File: src/design/assert_macros.svh
// ----------------------------------------------------------------------------
// assert_macros.svh
// shared concurrent assertion macros for the sequencer rtl
// ----------------------------------------------------------------------------
`ifndef ASSERT_MACROS_SVH
`define ASSERT_MACROS_SVH

// same-cycle implication, disabled while reset is asserted
`define ASSERT_IMPLIES(label, clk, rst_n, ante, cons) \
	label: assert property (@(posedge clk) disable iff (!(rst_n)) (ante) |-> (cons)) \
		else $error("assertion failed: same-cycle implication");

// next-cycle implication, disabled while reset is asserted
`define ASSERT_NEXT(label, clk, rst_n, ante, cons) \
	label: assert property (@(posedge clk) disable iff (!(rst_n)) (ante) |=> (cons)) \
		else $error("assertion failed: next-cycle implication");

`endif

File: src/design/plss_pkg.sv
// ----------------------------------------------------------------------------
// plss_pkg
// types and codes shared by the pulse loop sound sequencer modules
// ----------------------------------------------------------------------------
package plss_pkg;

	// register indexes
	localparam logic [2:0] REG_START_WIDTHS = 3'd0;
	localparam logic [2:0] REG_WIDTH_DELTAS = 3'd1;
	localparam logic [2:0] REG_LEVELS       = 3'd2;
	localparam logic [2:0] REG_BUDGET       = 3'd3;
	localparam logic [2:0] REG_LOOP_COUNTS  = 3'd4;
	localparam logic [2:0] REG_PRE_DELAYS   = 3'd5;
	localparam logic [2:0] REG_POST_DELAYS  = 3'd6;
	localparam logic [2:0] REG_TIMING       = 3'd7;

	localparam int CFG_DATA_W = 32;
	localparam int CFG_IDX_W  = 3;

	// reset value of the timing register: base 0, one tick per width step
	localparam logic [31:0] TIMING_RESET = 32'h0001_0000;

	// sequencer phase codes
	localparam logic [2:0] PH_ENDED      = 3'd0;
	localparam logic [2:0] PH_OUTER_PRE  = 3'd1;
	localparam logic [2:0] PH_INNER_PRE  = 3'd2;
	localparam logic [2:0] PH_PULSE1     = 3'd3;
	localparam logic [2:0] PH_PULSE2     = 3'd4;
	localparam logic [2:0] PH_INNER_POST = 3'd5;
	localparam logic [2:0] PH_OUTER_POST = 3'd6;

	typedef struct packed {
		logic [15:0] start_widths;
		logic [31:0] width_deltas;
		logic [15:0] levels;
		logic [15:0] budget;
		logic [15:0] loop_counts;
		logic [31:0] pre_delays;
		logic [31:0] post_delays;
		logic [31:0] timing;
	} cfg_t;

	typedef struct packed {
		logic [2:0]  phase;
		logic [7:0]  outer_left;
		logic [7:0]  inner_left;
		logic [7:0]  first_start;
		logic [7:0]  second_start;
		logic [7:0]  first_width;
		logic [7:0]  second_width;
		logic [15:0] budget_left;
	} seq_state_t;

	typedef struct packed {
		logic [23:0] ticks;
		logic [7:0]  level;
		logic        final_seg;
		logic        over;
	} result_t;

endpackage

File: src/design/pulse_loop_sound_sequencer_core.sv
// ----------------------------------------------------------------------------
// pulse_loop_sound_sequencer_core
// nested-loop two-pulse sound sequencer, one segment per request beat
// ----------------------------------------------------------------------------
// Each request beat yields one segment beat. A request is registered, then
// the step logic (a min, a 16x8 multiply-add and counter updates) updates
// the sequencer state and loads the result register, so a segment passes
// the request register and the result register, and one request is taken
// every cycle while the downstream side keeps up; the rate is set by the
// single state update per request. Output tdata holds ticks and level, tlast
// marks the last segment of the sequence, tuser marks "sequence over".
module pulse_loop_sound_sequencer_core (
	input  logic                               clk,
	input  logic                               arst_n,
	// request stream
	input  logic                               s_axis_tvalid,
	output logic                               s_axis_tready,
	input  logic [7:0]                         s_axis_tdata,  // [0] restart
	// segment stream
	output logic                               m_axis_tvalid,
	input  logic                               m_axis_tready,
	output logic [31:0]                        m_axis_tdata,  // [23:0] segment_ticks,
	                                                          // [31:24] segment_level
	output logic                               m_axis_tlast,  // final_segment
	output logic                               m_axis_tuser,  // [0] sequence_over
	// configuration write port
	input  logic                               cfg_we,
	input  logic [plss_pkg::CFG_IDX_W-1:0]     cfg_index,
	input  logic [plss_pkg::CFG_DATA_W-1:0]    cfg_wdata
);

	`include "assert_macros.svh"

	plss_pkg::cfg_t       cfg;
	plss_pkg::seq_state_t state_q;
	plss_pkg::seq_state_t state_nxt;
	plss_pkg::result_t    res_nxt;
	plss_pkg::result_t    res_s2;
	logic                 req_valid_s1;
	logic                 restart_s1;
	logic                 out_valid_s2;
	logic                 advance;

	plss_cfg_regs u_cfg (
		.clk       (clk),
		.arst_n    (arst_n),
		.cfg_we    (cfg_we),
		.cfg_index (cfg_index),
		.cfg_wdata (cfg_wdata),
		.cfg       (cfg)
	);

	plss_step u_step (
		.cfg     (cfg),
		.cur     (state_q),
		.restart (restart_s1),
		.nxt     (state_nxt),
		.res     (res_nxt)
	);

	// the registered request moves on when the result slot is free or leaving
	assign advance       = req_valid_s1 && (!out_valid_s2 || m_axis_tready);
	assign s_axis_tready = !req_valid_s1 || advance;

	// request register
	always_ff @(posedge clk or negedge arst_n) begin
		if (!arst_n) begin
			req_valid_s1 <= 1'b0;
		end else if (s_axis_tready) begin
			req_valid_s1 <= s_axis_tvalid;
		end
	end

	always_ff @(posedge clk) begin
		if (s_axis_tready && s_axis_tvalid) begin
			restart_s1 <= s_axis_tdata[0];
		end
	end

	// sequencer state
	always_ff @(posedge clk or negedge arst_n) begin
		if (!arst_n) begin
			state_q.phase        <= plss_pkg::PH_ENDED;
			state_q.outer_left   <= '0;
			state_q.inner_left   <= '0;
			state_q.first_start  <= '0;
			state_q.second_start <= '0;
			state_q.first_width  <= '0;
			state_q.second_width <= '0;
			state_q.budget_left  <= '0;
		end else if (advance) begin
			state_q <= state_nxt;
		end
	end

	// result register
	always_ff @(posedge clk or negedge arst_n) begin
		if (!arst_n) begin
			out_valid_s2 <= 1'b0;
		end else if (advance) begin
			out_valid_s2 <= 1'b1;
		end else if (m_axis_tready) begin
			out_valid_s2 <= 1'b0;
		end
	end

	always_ff @(posedge clk) begin
		if (advance) begin
			res_s2 <= res_nxt;
		end
	end

	assign m_axis_tvalid = out_valid_s2;
	assign m_axis_tdata  = {res_s2.level, res_s2.ticks};
	assign m_axis_tlast  = res_s2.final_seg;
	assign m_axis_tuser  = res_s2.over;

	// over marker carries zero fields and is never a final segment
	`ASSERT_IMPLIES(a_over_zero, clk, arst_n, m_axis_tvalid && m_axis_tuser,
		m_axis_tdata == 32'd0 && !m_axis_tlast)
	// a plain request after the end gives the over marker
	`ASSERT_NEXT(a_ended_over, clk, arst_n,
		advance && !restart_s1 && state_q.phase == plss_pkg::PH_ENDED,
		m_axis_tvalid && m_axis_tuser)
	// the final segment leaves the sequencer ended
	`ASSERT_NEXT(a_final_ends, clk, arst_n, advance && res_nxt.final_seg,
		state_q.phase == plss_pkg::PH_ENDED)
	// an empty result slot never blocks requests
	`ASSERT_IMPLIES(a_ready_free, clk, arst_n, !out_valid_s2, s_axis_tready)

endmodule

File: src/design/plss_cfg_regs.sv
// ----------------------------------------------------------------------------
// plss_cfg_regs
// configuration register file, write only, one register per index
// ----------------------------------------------------------------------------
module plss_cfg_regs (
	input  logic                               clk,
	input  logic                               arst_n,
	input  logic                               cfg_we,
	input  logic [plss_pkg::CFG_IDX_W-1:0]     cfg_index,
	input  logic [plss_pkg::CFG_DATA_W-1:0]    cfg_wdata,
	output plss_pkg::cfg_t                     cfg
);

	plss_pkg::cfg_t cfg_q;

	// register writes
	always_ff @(posedge clk or negedge arst_n) begin
		if (!arst_n) begin
			cfg_q.start_widths <= '0;
			cfg_q.width_deltas <= '0;
			cfg_q.levels       <= '0;
			cfg_q.budget       <= '0;
			cfg_q.loop_counts  <= '0;
			cfg_q.pre_delays   <= '0;
			cfg_q.post_delays  <= '0;
			cfg_q.timing       <= plss_pkg::TIMING_RESET;
		end else if (cfg_we) begin
			case (cfg_index)
				plss_pkg::REG_START_WIDTHS: cfg_q.start_widths <= cfg_wdata[15:0];
				plss_pkg::REG_WIDTH_DELTAS: cfg_q.width_deltas <= cfg_wdata;
				plss_pkg::REG_LEVELS:       cfg_q.levels       <= cfg_wdata[15:0];
				plss_pkg::REG_BUDGET:       cfg_q.budget       <= cfg_wdata[15:0];
				plss_pkg::REG_LOOP_COUNTS:  cfg_q.loop_counts  <= cfg_wdata[15:0];
				plss_pkg::REG_PRE_DELAYS:   cfg_q.pre_delays   <= cfg_wdata;
				plss_pkg::REG_POST_DELAYS:  cfg_q.post_delays  <= cfg_wdata;
				plss_pkg::REG_TIMING:       cfg_q.timing       <= cfg_wdata;
				default: ;
			endcase
		end
	end

	assign cfg = cfg_q;

endmodule

File: src/design/plss_step.sv
// ----------------------------------------------------------------------------
// plss_step
// next-state and segment logic for one request of the sequencer
// ----------------------------------------------------------------------------
module plss_step (
	input  plss_pkg::cfg_t       cfg,
	input  plss_pkg::seq_state_t cur,
	input  logic                 restart,
	output plss_pkg::seq_state_t nxt,
	output plss_pkg::result_t    res
);

	plss_pkg::seq_state_t st;
	logic [7:0]  width_sel;
	logic [7:0]  steps;
	logic [15:0] budget_after;
	logic [23:0] pulse_len;

	always_comb begin
		// restart reloads outer count and start widths
		st = cur;
		if (restart) begin
			st.outer_left   = cfg.loop_counts[15:8];
			st.first_start  = cfg.start_widths[7:0];
			st.second_start = cfg.start_widths[15:8];
			st.phase = (cfg.loop_counts[15:8] != 8'd0) ? plss_pkg::PH_OUTER_PRE
				: plss_pkg::PH_ENDED;
		end

		// pulse length: base + scale * min(width, budget left)
		width_sel = (st.phase == plss_pkg::PH_PULSE1) ? st.first_width : st.second_width;
		// when budget is the smaller one it is below 256
		steps = ({8'd0, width_sel} < st.budget_left) ? width_sel : st.budget_left[7:0];
		budget_after = st.budget_left - {8'd0, steps};
		pulse_len = {8'd0, cfg.timing[15:0]} + 24'(cfg.timing[31:16]) * 24'(steps);

		nxt           = st;
		res.ticks     = '0;
		res.level     = cfg.levels[15:8];
		res.final_seg = 1'b0;
		res.over      = 1'b0;

		// phase sequencing
		case (st.phase)
			plss_pkg::PH_OUTER_PRE: begin
				nxt.first_width  = st.first_start;
				nxt.second_width = st.second_start;
				nxt.inner_left   = cfg.loop_counts[7:0];
				res.ticks        = {8'd0, cfg.pre_delays[15:0]};
				nxt.phase = (cfg.loop_counts[7:0] != 8'd0) ? plss_pkg::PH_INNER_PRE
					: plss_pkg::PH_OUTER_POST;
			end
			plss_pkg::PH_INNER_PRE: begin
				nxt.budget_left = cfg.budget;
				res.ticks       = {8'd0, cfg.pre_delays[31:16]};
				nxt.phase       = plss_pkg::PH_PULSE1;
			end
			plss_pkg::PH_PULSE1: begin
				nxt.budget_left = budget_after;
				res.ticks       = pulse_len;
				res.level       = cfg.levels[7:0];
				nxt.phase = (budget_after == 16'd0) ? plss_pkg::PH_INNER_POST
					: plss_pkg::PH_PULSE2;
			end
			plss_pkg::PH_PULSE2: begin
				nxt.budget_left = budget_after;
				res.ticks       = pulse_len;
				nxt.phase = (budget_after == 16'd0) ? plss_pkg::PH_INNER_POST
					: plss_pkg::PH_PULSE1;
			end
			plss_pkg::PH_INNER_POST: begin
				res.ticks        = {8'd0, cfg.post_delays[15:0]};
				nxt.first_width  = st.first_width + cfg.width_deltas[7:0];
				nxt.second_width = st.second_width + cfg.width_deltas[15:8];
				nxt.inner_left   = st.inner_left - 8'd1;
				nxt.phase = (st.inner_left != 8'd1) ? plss_pkg::PH_INNER_PRE
					: plss_pkg::PH_OUTER_POST;
			end
			plss_pkg::PH_OUTER_POST: begin
				res.ticks        = {8'd0, cfg.post_delays[31:16]};
				nxt.first_start  = st.first_start + cfg.width_deltas[23:16];
				nxt.second_start = st.second_start + cfg.width_deltas[31:24];
				nxt.outer_left   = st.outer_left - 8'd1;
				res.final_seg    = (st.outer_left == 8'd1);
				nxt.phase = (st.outer_left != 8'd1) ? plss_pkg::PH_OUTER_PRE
					: plss_pkg::PH_ENDED;
			end
			default: begin
				// nothing left: over marker with zero fields
				nxt.phase = plss_pkg::PH_ENDED;
				res.level = '0;
				res.over  = 1'b1;
			end
		endcase
	end

endmodule

File: config.mk
export PLATFORM = sky130hd
export DESIGN_NAME = pulse_loop_sound_sequencer_core
export DESIGN_NICKNAME = d
export VERILOG_FILES = /design/src/design/plss_pkg.sv /design/src/design/pulse_loop_sound_sequencer_core.sv /design/src/design/plss_cfg_regs.sv /design/src/design/plss_step.sv
export VERILOG_INCLUDE_DIRS = /design/src /design/src/design
export SDC_FILE = /design/constraint.sdc
export NUM_CORES = 1
export LEC_CHECK = 0
export BUFFER_PORTS_ARGS = -buffer_cell sky130_fd_sc_hd__buf_2
export CORE_MARGIN = 5
export CORE_UTILIZATION = 60
export CTS_CLUSTER_SIZE = 28
export DETAILED_ROUTE_END_ITERATION = 16
export MAX_ROUTING_LAYER = met4
export PLACE_DENSITY = 0.76
export SLEW_MARGIN = 5
export SYNTH_ARGS = -nofsm -noshare
export SYNTH_HDL_FRONTEND = slang
export SYNTH_SLANG_ARGS = --single-unit
File: constraint.sdc
create_clock -name clk -period 16.2 [get_ports clk]
set_input_delay 0.81 -clock clk [delete_from_list [all_inputs] [get_ports clk]]
set_output_delay 0.81 -clock clk [all_outputs]
set_load 0.01 [all_outputs]
==> results of run 1 <==
[sequential cells by signal (all words and copies together) (netlist names)]
register,cells
m_axis_tdata,32
m_axis_tlast,1
m_axis_tuser,1
m_axis_tvalid,1
req_valid_s1,1
restart_s1,1
state_q,67
u_cfg.cfg,192
[logic make-up (layout without fill, tap and decap cells)]
logic type,count (synthesis),after routing,share of synthesized area [%]
AOI/OAI and AO/OA,321,321,10.41
xor gates and xnor gates,42,42,1.928
adders and majority gates,196,196,16.98
buffers and inverters,276,357,5.744
DFF,296,296,39.74
muxes,230,230,13.63
other,0,1,0
and+or+nand+nor,456,456,11.56
[critical path: cells and delay by family, from the launching register on]
kind            cells  cell delay (ps)
fa+ha+maj           6             2680
simple gates        4             1170
buf+inv             3              140
xor+xnor            1              150
mux                 2             1120
flops               1              470
compound gates      8             2300
[per-layer routing]
| layer | vias to the layer above | track usage [%] | share of wire (%) |
|---|---|---|---|
| li1 | 6305 | - | - |
| met4 | 0 | 8.296 | 2.6 |
| met3 | 79 | 5.206 | 6.8 |
| met2 | 443 | 44.33 | 48 |
| met1 | 6965 | 35.82 | 43 |
| met5 | - | - | 0 |
[cell usage after synthesis, drive strengths merged (6+ instances only)]
master	n
dfrtp	260
mux2	208
inv	196
nand2	165
fa	105
a21oi	97
o21ai	96
ha	91
nor2	89
and2	71
clkbuf	60
nor3	38
edfxtp	35
xnor2	26
mux2i	22
buf	19
nand2b	18
a21o	17
nand3	17
xor2	16
nor2b	15
o21a	14
a31oi	12
a221oi	9
a22o	9
nor3b	8
o211ai	8
a222oi	7
nor4	7
a211oi	6
nand4	6
o22a	6
o31ai	6
[through the flow]
step	setup WS (ps)	hold slack [ps]	instances	instance area (sq um)
2_1_floorplan	9038	438.0	1817	19080
3_3_place_gp	8155	453.0	2238	19820
3_5_place_dp	8014	463.9	2238	19820
4_1_cts	7984	453.3	2299	21010
5_1_grt	7446	450.5	2300	21020
6_report	7874	419.5	2301	21020
[cells in the final DEF, fill, tap and decap left out, types with 7 or more instances in the layout]
master / count
dfrtp_1: 260
mux2_2: 201
inv_1: 196
nand2_1: 165
fa_1: 105
o21ai_0: 95
a21oi_1: 95
ha_1: 91
nor2_1: 89
buf_2: 75
and2_1: 64
clkbuf_16: 36
nor3_1: 35
edfxtp_1: 35
xnor2_1: 26
buf_4: 22
mux2i_1: 21
nand2b_1: 18
nand3_1: 17
a21o_1: 17
xor2_1: 16
nor2b_1: 15
o21a_1: 14
a31oi_1: 12
a22o_1: 9
a221oi_1: 9
o211ai_1: 8
nor4_1: 7
mux2_4: 7
and2_4: 7
a222oi_1: 7
clkbuf_1: 7
[area by class of cell]
type                    count  area, sq um
fillers                  2348        10450
multi-input cells        1245        10440
flip-flops and latches    296         7584
clock buffers              45        954.7
inverters                 197        739.5
repair buffers             99        560.5
well taps                 402        503.0
clock inverters            16        242.7
diodes                      1        2.502
[worst min-delay path by stage]
stage | startpoint | depth (start not counted) | endpoint | slack [ps]
floorplan | state_q[57] | 2 | state_q[57] | 440
global placement | state_q[57] | 2 | state_q[57] | 450
detailed placement | state_q[47] | 2 | state_q[47] | 460
CTS | s_axis_tdata[0] | 1 | restart_s1 | 450
global route | s_axis_tdata[0] | 1 | restart_s1 | 450
finish | arst_n | 1 | u_cfg.cfg[56] | 420
==> summary.md, run 1 <==
| Metric | Value |
|---|---|
| DR WL/cell | `20.36 microns` |
| CTS Sinks | `296` |
| Crit Path Category | `reg2reg` |
| Die H | `188.3 microns` |
| Die area | `35470 sq um` |
| Root Driver | `clkbuf_16` |
| Largest net degree at the start of global routing | `133` |
| Core area | `31470 sq um` |
| Worst r2r src | `state_q[66]` |
| Clk pin slew, worst setup/hold paths | `60 ps` |
| GRT Total Usage | `27.48%` |
| Starting density of the core | `60.62%` |
| Cell mode on critical path | `fa_1` |
| Library cells used by synthesis | `66` |
| Crit path capture | `m_axis_tdata[23]` |
| PortBufs | `76` |
| Vias | `13792` |
| Die Span X | `188.3 microns` |
| End of the worst register-to-register path | `m_axis_tdata[23]` |
| Synth Flop Type | `dfrtp_1` |
| Vias per inst | `5.994` |
| Slew Viols, Final | `0` |
| CTS buffer count | `34` |
| Critical path arrival | `8570 ps` |
| Global-route wire length before repair | `75570 microns` |
| Gp weighted congestion | `0.9161` |
| TNS Setup | `0 ps` |
| Layout area overhead | `10.17%` |
| Layout cell share with drive strength beyond 1 | `20.23%` |
| WP data required | `16440 ps` |
| Row count | `65` |
| Synth Area per Inst | `10.50 sq um` |
| Final count of negative-setup-slack endpoints | `0` |
| Drt drc | `0` |
| CP peak stage delay | `730 ps` |
| Endpoint class of the critical path | `register` |
| H-Tree Depth | `2` |
| Synthesized cell area | `19080 sq um` |
| Startpoint types | `register` |
| Final hold vios | `0` |
| Yosys Warn Count | `0` |
| Fraction of registers with async set/reset | `88.18%` |
| Initial antenna violation count | `1` |
| Clock tree buffer depth | `3` |
| Critical path startpoint | `state_q[66]` |
| Worst Hold Class | `in2async` |
| Layout Utilization | `66.79%` |
| Worst Tran Pin Value | `1213 ps` |
| Max Fanout on Critical Path | `21` |
| Vias in the first global route | `14267` |
| GR Overflow Total | `0` |
| Initial DRC count | `1004` |
| Synth area leader | `dfrtp_1` |
| Max Cap Viol | `0` |
| Sequential-to-total area share from yosys stat | `39.74%` |
| Pre-Repair DR Iteration Count | `5` |
| R2R setup slack | `7870 ps` |
| IO Count | `84` |
| Largest cells by area after synthesis | `dfrtp_1 (34%), mux2_2 (12%), fa_1 (11%)` |
| Routed WL | `46840 microns` |
| Nets | `2117` |
| Hold buffers post-CTS | `0` |
| Number of flops mapped to enable cells by yosys | `35` |
| Flops & latches, synth | `296` |
| Layout Skew | `15.90 ps` |
| Post-CTS sizing | `0` |
| Worst-path cell chain | `and4bb_2, mux2_2, ha_1, a21o_1, a21o_1, a21oi_1, a2111o_1, mux2i_4, nand2_1, fa_1, inv_1, fa_1, fa_1, inv_1, fa_1, inv_1, ha_1, a21oi_1, o211ai_1, o311ai_0, nand2_1, o31ai_1, xnor2_1, nor2_1` |
| R2R cell count | `24` |
| Top-area cell type share of the netlist area | `34.10%` |
| Status | `completed` |
| Post-layout minimum cycle time | `8326 ps` |
| Mapped Nets | `2061` |
| Fin crit share | `51.40%` |
| Relative slew margins | `18.83%` |
| Post-DRT Antenna Nets | `0` |
| Postcts setup bufs | `0` |
| CTS tree | `yes` |
| Mapped Cells | `1817` |
| Maximum clock frequency | `120.1 MHz` |
| Worst skew pair latency | `520 ps` |
| Hpwl dp | `32550 microns` |
| RSZ-0062 raised after global routing | `false` |
| Worst path slowest cell | `and4bb_2` |
Power of run 1 is not shown: default switching activity piles up to over one toggle a cycle in this logic, so the estimate is an artifact.
==> inputs of run 2 (changes only) <==
--- a/config.mk
+++ b/config.mk
@@ -8,7 +8,7 @@
 export LEC_CHECK = 0
 export BUFFER_PORTS_ARGS = -buffer_cell sky130_fd_sc_hd__buf_2
 export CORE_MARGIN = 5
-export CORE_UTILIZATION = 60
+export CORE_UTILIZATION = 57
 export CTS_CLUSTER_SIZE = 28
 export DETAILED_ROUTE_END_ITERATION = 16
 export MAX_ROUTING_LAYER = met4
==> constraint.sdc (replaced) <==
create_clock -name clk -period 7.5 [get_ports clk]
set_input_delay 0.375 -clock clk [delete_from_list [all_inputs] [get_ports clk]]
set_output_delay 0.375 -clock clk [all_outputs]
set_load 0.01 [all_outputs]
==> run 2 against run 1 <==
Non-clock buffer count grew 10; clock skew up 9.0 ps; hold slack got worse by 390 ps; count of clock-buffer cells in the layout down 2; largest cell class unchanged; worst setup slack got worse by 7700 ps; utilization down 3.3 points; sequential cell count unchanged; critical path depth up 1.
==> summary.md, run 2 (synthesis gave the netlist of run 1 again) <==
| Metric | Value |
|---|---|
| Final count of negative-setup-slack endpoints | `0 (unchanged)` |
| Most common cell after layout, fill and taps aside | `dfrtp_1` |
| Root Driver | `clkbuf_16` |
| Maximum clock frequency | `137.3 MHz (+14%)` |
| PortBufs | `76 (unchanged)` |
| Die Span X | `193.0 microns (+2.5%)` |
| GRT Total Usage | `26.89% (-0.59 points)` |
| CTS buffer count | `34 (unchanged)` |
| Area of the multi-input gates | `10450 sq um (+0.13%)` |
| Relative slew margins | `25.95% (+7.1 points)` |
| Initial antenna violation count | `5 (+4)` |
| Gp weighted congestion | `0.9459 (+3.3%)` |
| Fin crit share | `97.11% (+46 points)` |
| Layout Utilization | `63.49% (-3.3 points)` |
| Post-DRT Antenna Nets | `0 (unchanged)` |
| Status | `completed` |
| Max reg flops | `192 (unchanged)` |
| Starting density of the core | `57.33% (-3.3 points)` |
| Nets | `2127 (+0.47%)` |
| CTS tree | `yes` |
| Global-route wire length before repair | `76670 microns (+1.5%)` |
| Slew Viols, Final | `0 (unchanged)` |
| Drt drc | `0 (unchanged)` |
| Layout Skew | `24.91 ps (+9.002 ps)` |
| Clk pin slew, worst setup/hold paths | `60 ps (about the same)` |
| Worst skew pair latency | `540 ps (+20 ps)` |
| FILL cells | `2566 (+9.3%)` |
| Post-Layout Cell Count | `2360 (+2.6%)` |
| Wire length on met2 | `22650 microns (+0.85%)` |
| Final hold vios | `0 (unchanged)` |
| Max Fanout on Critical Path | `17 (-19%)` |
| Pre-Repair DR Iteration Count | `9 (+4)` |
| Largest net degree at the start of global routing | `138 (+3.8%)` |
| GR Overflow Total | `0 (unchanged)` |
| Hpwl dp | `33290 microns (+2.3%)` |
| Layout area overhead | `10.73%` |
| RSZ-0062 raised after global routing | `false` |
| Die area | `37230 sq um (+5.0%)` |
| Placed insts | `2292 (+2.4%)` |
| Core area | `33280 sq um (+5.7%)` |
| IO Count | `84 (unchanged)` |
| DR WL/cell | `19.98 microns (-1.8%)` |
| CTS Sinks | `296 (unchanged)` |
| Vias per inst | `5.858 (-2.3%)` |
| Worst Tran Pin Value | `1105 ps (-108.1 ps)` |
| Critical path arrival | `7550 ps (-1020 ps)` |
| Vias | `13826 (+0.25%)` |
| Layout cell share with drive strength beyond 1 | `20.55% (+0.31 points)` |
| Startpoint types | `register` |
| TNS Setup | `0 ps (unchanged)` |
| Uppermost layer routed | `met4` |
| Met3 WL | `2792 microns (-12%)` |
| Clock tree buffer depth | `3 (unchanged)` |
| WL met1 | `20030 microns (about the same)` |
| Vias in the first global route | `14392 (+0.88%)` |
| Post-layout minimum cycle time | `7283 ps (-1043 ps)` |
| Row count | `67 (+3.1%)` |
| Endpoint class of the critical path | `register` |
| Worst Hold Class | `in2reg` |
| Die H | `193.0 microns (+2.5%)` |
| Routed WL | `47160 microns (+0.67%)` |
| Initial DRC count | `1101 (+9.7%)` |
| Seq. cell area | `7584 sq um (unchanged)` |
| Max Cap Viol | `0 (unchanged)` |
| H-Tree Depth | `2 (unchanged)` |
| Crit Path Category | `reg2reg` |
| Most frequent cells in the layout | `dfrtp_1 (260), mux2_2 (201), inv_1 (196)` |
| WP data required | `7760 ps (-8680 ps)` |
[run 2: cell types whose count changed in the layout (fill, tap and decap cells not counted), moves of 3 or more]
cell      delta
buf_4        +8
clkinv_1     +3
diode_2      +3
o21ai_0      -4
o21ai_1      +4
[run 2: layer usage]
layer  vias up  GRT usage [%]
met4         0          9.749
met2       448          43.22
met1      6927          34.79
met5         -              -
met3       125          4.573
li1       6326              -
[run 2: cell type report]
class	instances	area share, %
Antenna cell	4	0.04737
Clock buffer	43	4.281
Clock inverter	18	1.024
Inverter	197	3.500
Multi-Input combinational cell	1245	49.45
Sequential cell	296	35.89
Tap cell	448	2.653
Timing Repair Buffer	109	3.150
[run 2: final timing paths]
check                      cells past startpoint  slack, ps               end       startpoint
min                                            1         30        restart_s1  s_axis_tdata[0]
max in group asynchronous                      3       5770     u_cfg.cfg[89]           arst_n
max reg2reg                                   25        220  m_axis_tdata[23]       restart_s1
max                                           25        220  m_axis_tdata[23]       restart_s1
min in group asynchronous                      2        500       state_q[42]           arst_n
min reg2reg                                    2        470       state_q[57]      state_q[57]
[run 2: repair_timing]
item,4_1_cts,5_1_grt
gates resized for setup,1,7
setup endpoints to repair,1,11
endpoints found under the hold margin,27,0
pin swaps,0,2
setup buffers,0,2
hold buffers,1,0
[run 2: stage by stage]
stage          hold slack [ps]  setup WS, ps  area, sq um
2_1_floorplan            79.41         337.9        19080
3_3_place_gp             452.8         123.6        19950
3_5_place_dp             455.4         46.07        19950
4_1_cts                  18.13         54.02        21080
5_1_grt                  25.05         7.261        21130
6_report                 31.20         216.9        21130
[run 2: worst max-delay path, stage by stage, from the launching register on]
cell and delay (ps):
edfxtp_1 420, and4bb_4 400, mux2_2 390, ha_1 320, nand4_1 110, a21oi_1 130, o21ai_1 80, a2111o_1 470
buf_4 210, mux2_4 350, nand2_1 110, fa_1 530, inv_1 50, fa_1 450, ha_1 280, inv_1 50
fa_1 520, inv_1 70, fa_1 500, a211oi_1 310, o21ai_1 230, a32oi_1 340, nand2_1 170, o31ai_1 290
xnor2_1 160, nor2_1 50
Power of run 2 is left out for the same reason.
==> inputs of run 3 (changes only) <==
--- a/config.mk
+++ b/config.mk
@@ -7,6 +7,7 @@
 export NUM_CORES = 1
 export LEC_CHECK = 0
 export BUFFER_PORTS_ARGS = -buffer_cell sky130_fd_sc_hd__buf_2
+export CORE_ASPECT_RATIO = 0.9
 export CORE_MARGIN = 5
 export CORE_UTILIZATION = 57
 export CTS_CLUSTER_SIZE = 28
==> run 3 against run 2 <==
Utilization up 1.2 points; sequential cell count stayed put; cell count down 0.55%.
==> summary.md, run 3 (synthesis gave the netlist of run 1 again) <==
| Metric | Value |
|---|---|
| CTS tree | `yes` |
| Root Driver | `clkbuf_16` |
| Diodes inserted | `0 (-4)` |
| Post-Place Worst Slack | `-166.9 ps (-213.0 ps)` |
| Critical path's top delay family | `adder cells` |
| Layout cell share with drive strength beyond 1 | `21.97% (+1.4 points)` |
| Hpwl dp | `34460 microns (+3.5%)` |
| Max Fanout on Critical Path | `7 (-10)` |
| Die Span X | `202.9 microns (+5.1%)` |
| Max reg flops | `192 (unchanged)` |
| Die H | `183.6 microns (-4.9%)` |
| Buf+Inv Stages, Crit Path | `4 (unchanged)` |
| Global-route wire length before repair | `78840 microns (+2.8%)` |
| Worst Hold Class | `in2reg` |
| Layout Skew | `15.44 ps (-9.464 ps)` |
| Routed WL | `50370 microns (+6.8%)` |
| Fin crit share | `95.65% (-1.5 points)` |
| Final hold vios | `0 (unchanged)` |
| Endpoint class of the critical path | `register` |
| Crit Path Category | `reg2reg` |
| Most common cell after layout, fill and taps aside | `dfrtp_1` |
| Vias per inst | `5.992 (+2.3%)` |
| FILL cells | `2498 (-2.7%)` |
| Cell mode on critical path | `fa_1` |
| Largest net degree at the start of global routing | `169 (+22%)` |
| Post-layout minimum cycle time | `7174 ps (-109.4 ps)` |
| Initial antenna violation count | `4 (-1)` |
| Core area | `33030 sq um (-0.76%)` |
| WP data required | `7740 ps (-20 ps)` |
| Critical path arrival | `7420 ps (-130 ps)` |
| Maximum clock frequency | `139.4 MHz (+1.5%)` |
| Max Cap Viol | `0 (unchanged)` |
| IO Count | `84 (unchanged)` |
| Starting density of the core | `57.77% (+0.44 points)` |
| PortBufs | `76 (unchanged)` |
| CTS buffer count | `34 (unchanged)` |
| Worst Tran Pin Value | `1234 ps (+129.2 ps)` |
| GR Overflow Total | `0 (unchanged)` |
| Layout area overhead | `11.90%` |
| Slew Viols, Final | `0 (unchanged)` |
| Worst skew pair latency | `520 ps (-20 ps)` |
| Relative slew margins | `17.51% (-8.4 points)` |
| GRT Total Usage | `27.82% (+0.93 points)` |
| CP peak stage delay | `580 ps (+50 ps)` |
| Final count of negative-setup-slack endpoints | `0 (unchanged)` |
| Post-DRT Antenna Nets | `0 (unchanged)` |
| Drt drc | `0 (unchanged)` |
| Row count | `63 (-6.0%)` |
| Post-Layout Cell Count | `2347 (-0.55%)` |
| Clock tree buffer depth | `3 (unchanged)` |
| Layout Utilization | `64.64% (+1.2 points)` |
| Worst path slowest cell | `a2111o_2` |
| Setup ws final | `326.2 ps (+109.4 ps)` |
| Die area | `37240 sq um (about the same)` |
| Startpoint types | `register` |
| H-Tree Depth | `2 (unchanged)` |
| Placed insts | `2269 (-1.0%)` |
| Nets | `2144 (+0.80%)` |
| Most frequent cells in the layout | `dfrtp_1 (260), mux2_2 (201), inv_1 (196)` |
| Initial DRC count | `1215 (+10%)` |
| Gp weighted congestion | `0.9189 (-2.9%)` |
| Clk pin slew, worst setup/hold paths | `60 ps (about the same)` |
| Status | `completed` |
| Hold Slack | `28.08 ps (-3.118 ps)` |
| DR WL/cell | `21.46 microns (+7.4%)` |
| Vias | `14063 (+1.7%)` |
| Pre-Repair DR Iteration Count | `5 (-4)` |
| Vias in the first global route | `14058 (-2.3%)` |
| CTS Sinks | `296 (unchanged)` |
-- run 3: final cells by class --
| type | count | area, sq um | share of cell area (%) |
|---|---|---|---|
| clock inverter | 11 | 118.9 | 0.5567 |
| clock buffer | 50 | 1044 | 4.887 |
| inverter | 197 | 739.5 | 3.463 |
| timing repair buffer | 122 | 779.5 | 3.651 |
| multi-input combinational | 1249 | 10560 | 49.45 |
| sequential | 296 | 7584 | 35.52 |
| tap | 422 | 528.0 | 2.473 |
-- run 3: final timing paths --
kind                       cells past startpoint  slack (ps)               end       startpoint
hold reg to reg                                2         470       state_q[57]      state_q[57]
hold / removal                                 1          30        restart_s1  s_axis_tdata[0]
max in group asynchronous                      3        5600     u_cfg.cfg[73]           arst_n
setup reg to reg                              25         330  m_axis_tdata[18]       restart_s1
min in group asynchronous                      2         480    u_cfg.cfg[133]           arst_n
setup / recovery                              25         330  m_axis_tdata[18]       restart_s1
-- run 3: per-stage QoR --
stage / TNS, ps / cell area (sq um)
2_1_floorplan: 0 / 19080
3_3_place_gp: 0 / 19940
6_report: 0 / 21350
3_5_place_dp: -483.6 / 19940
4_1_cts: 0 / 21150
5_1_grt: -32.01 / 21350
-- run 3: what timing repair did --
item                                    CTS  global route
gates cloned                              0             4
pin swaps                                 0             5
endpoints found under the setup margin    5            13
hold endpoints to repair                 93             0
buffers inserted                          2            10
hold buffers                              1             0
gates resized for setup                   1            21
-- run 3: per-layer routing --
metal,vias to the layer above,wire length (microns),GRT usage [%]
met5,-,0,-
met4,0,1243,7.114
met3,79,4253,6.050
met2,528,23270,42.62
met1,7087,21610,38.27
li1,6369,-,-
Power of run 3 is left out for the same reason.
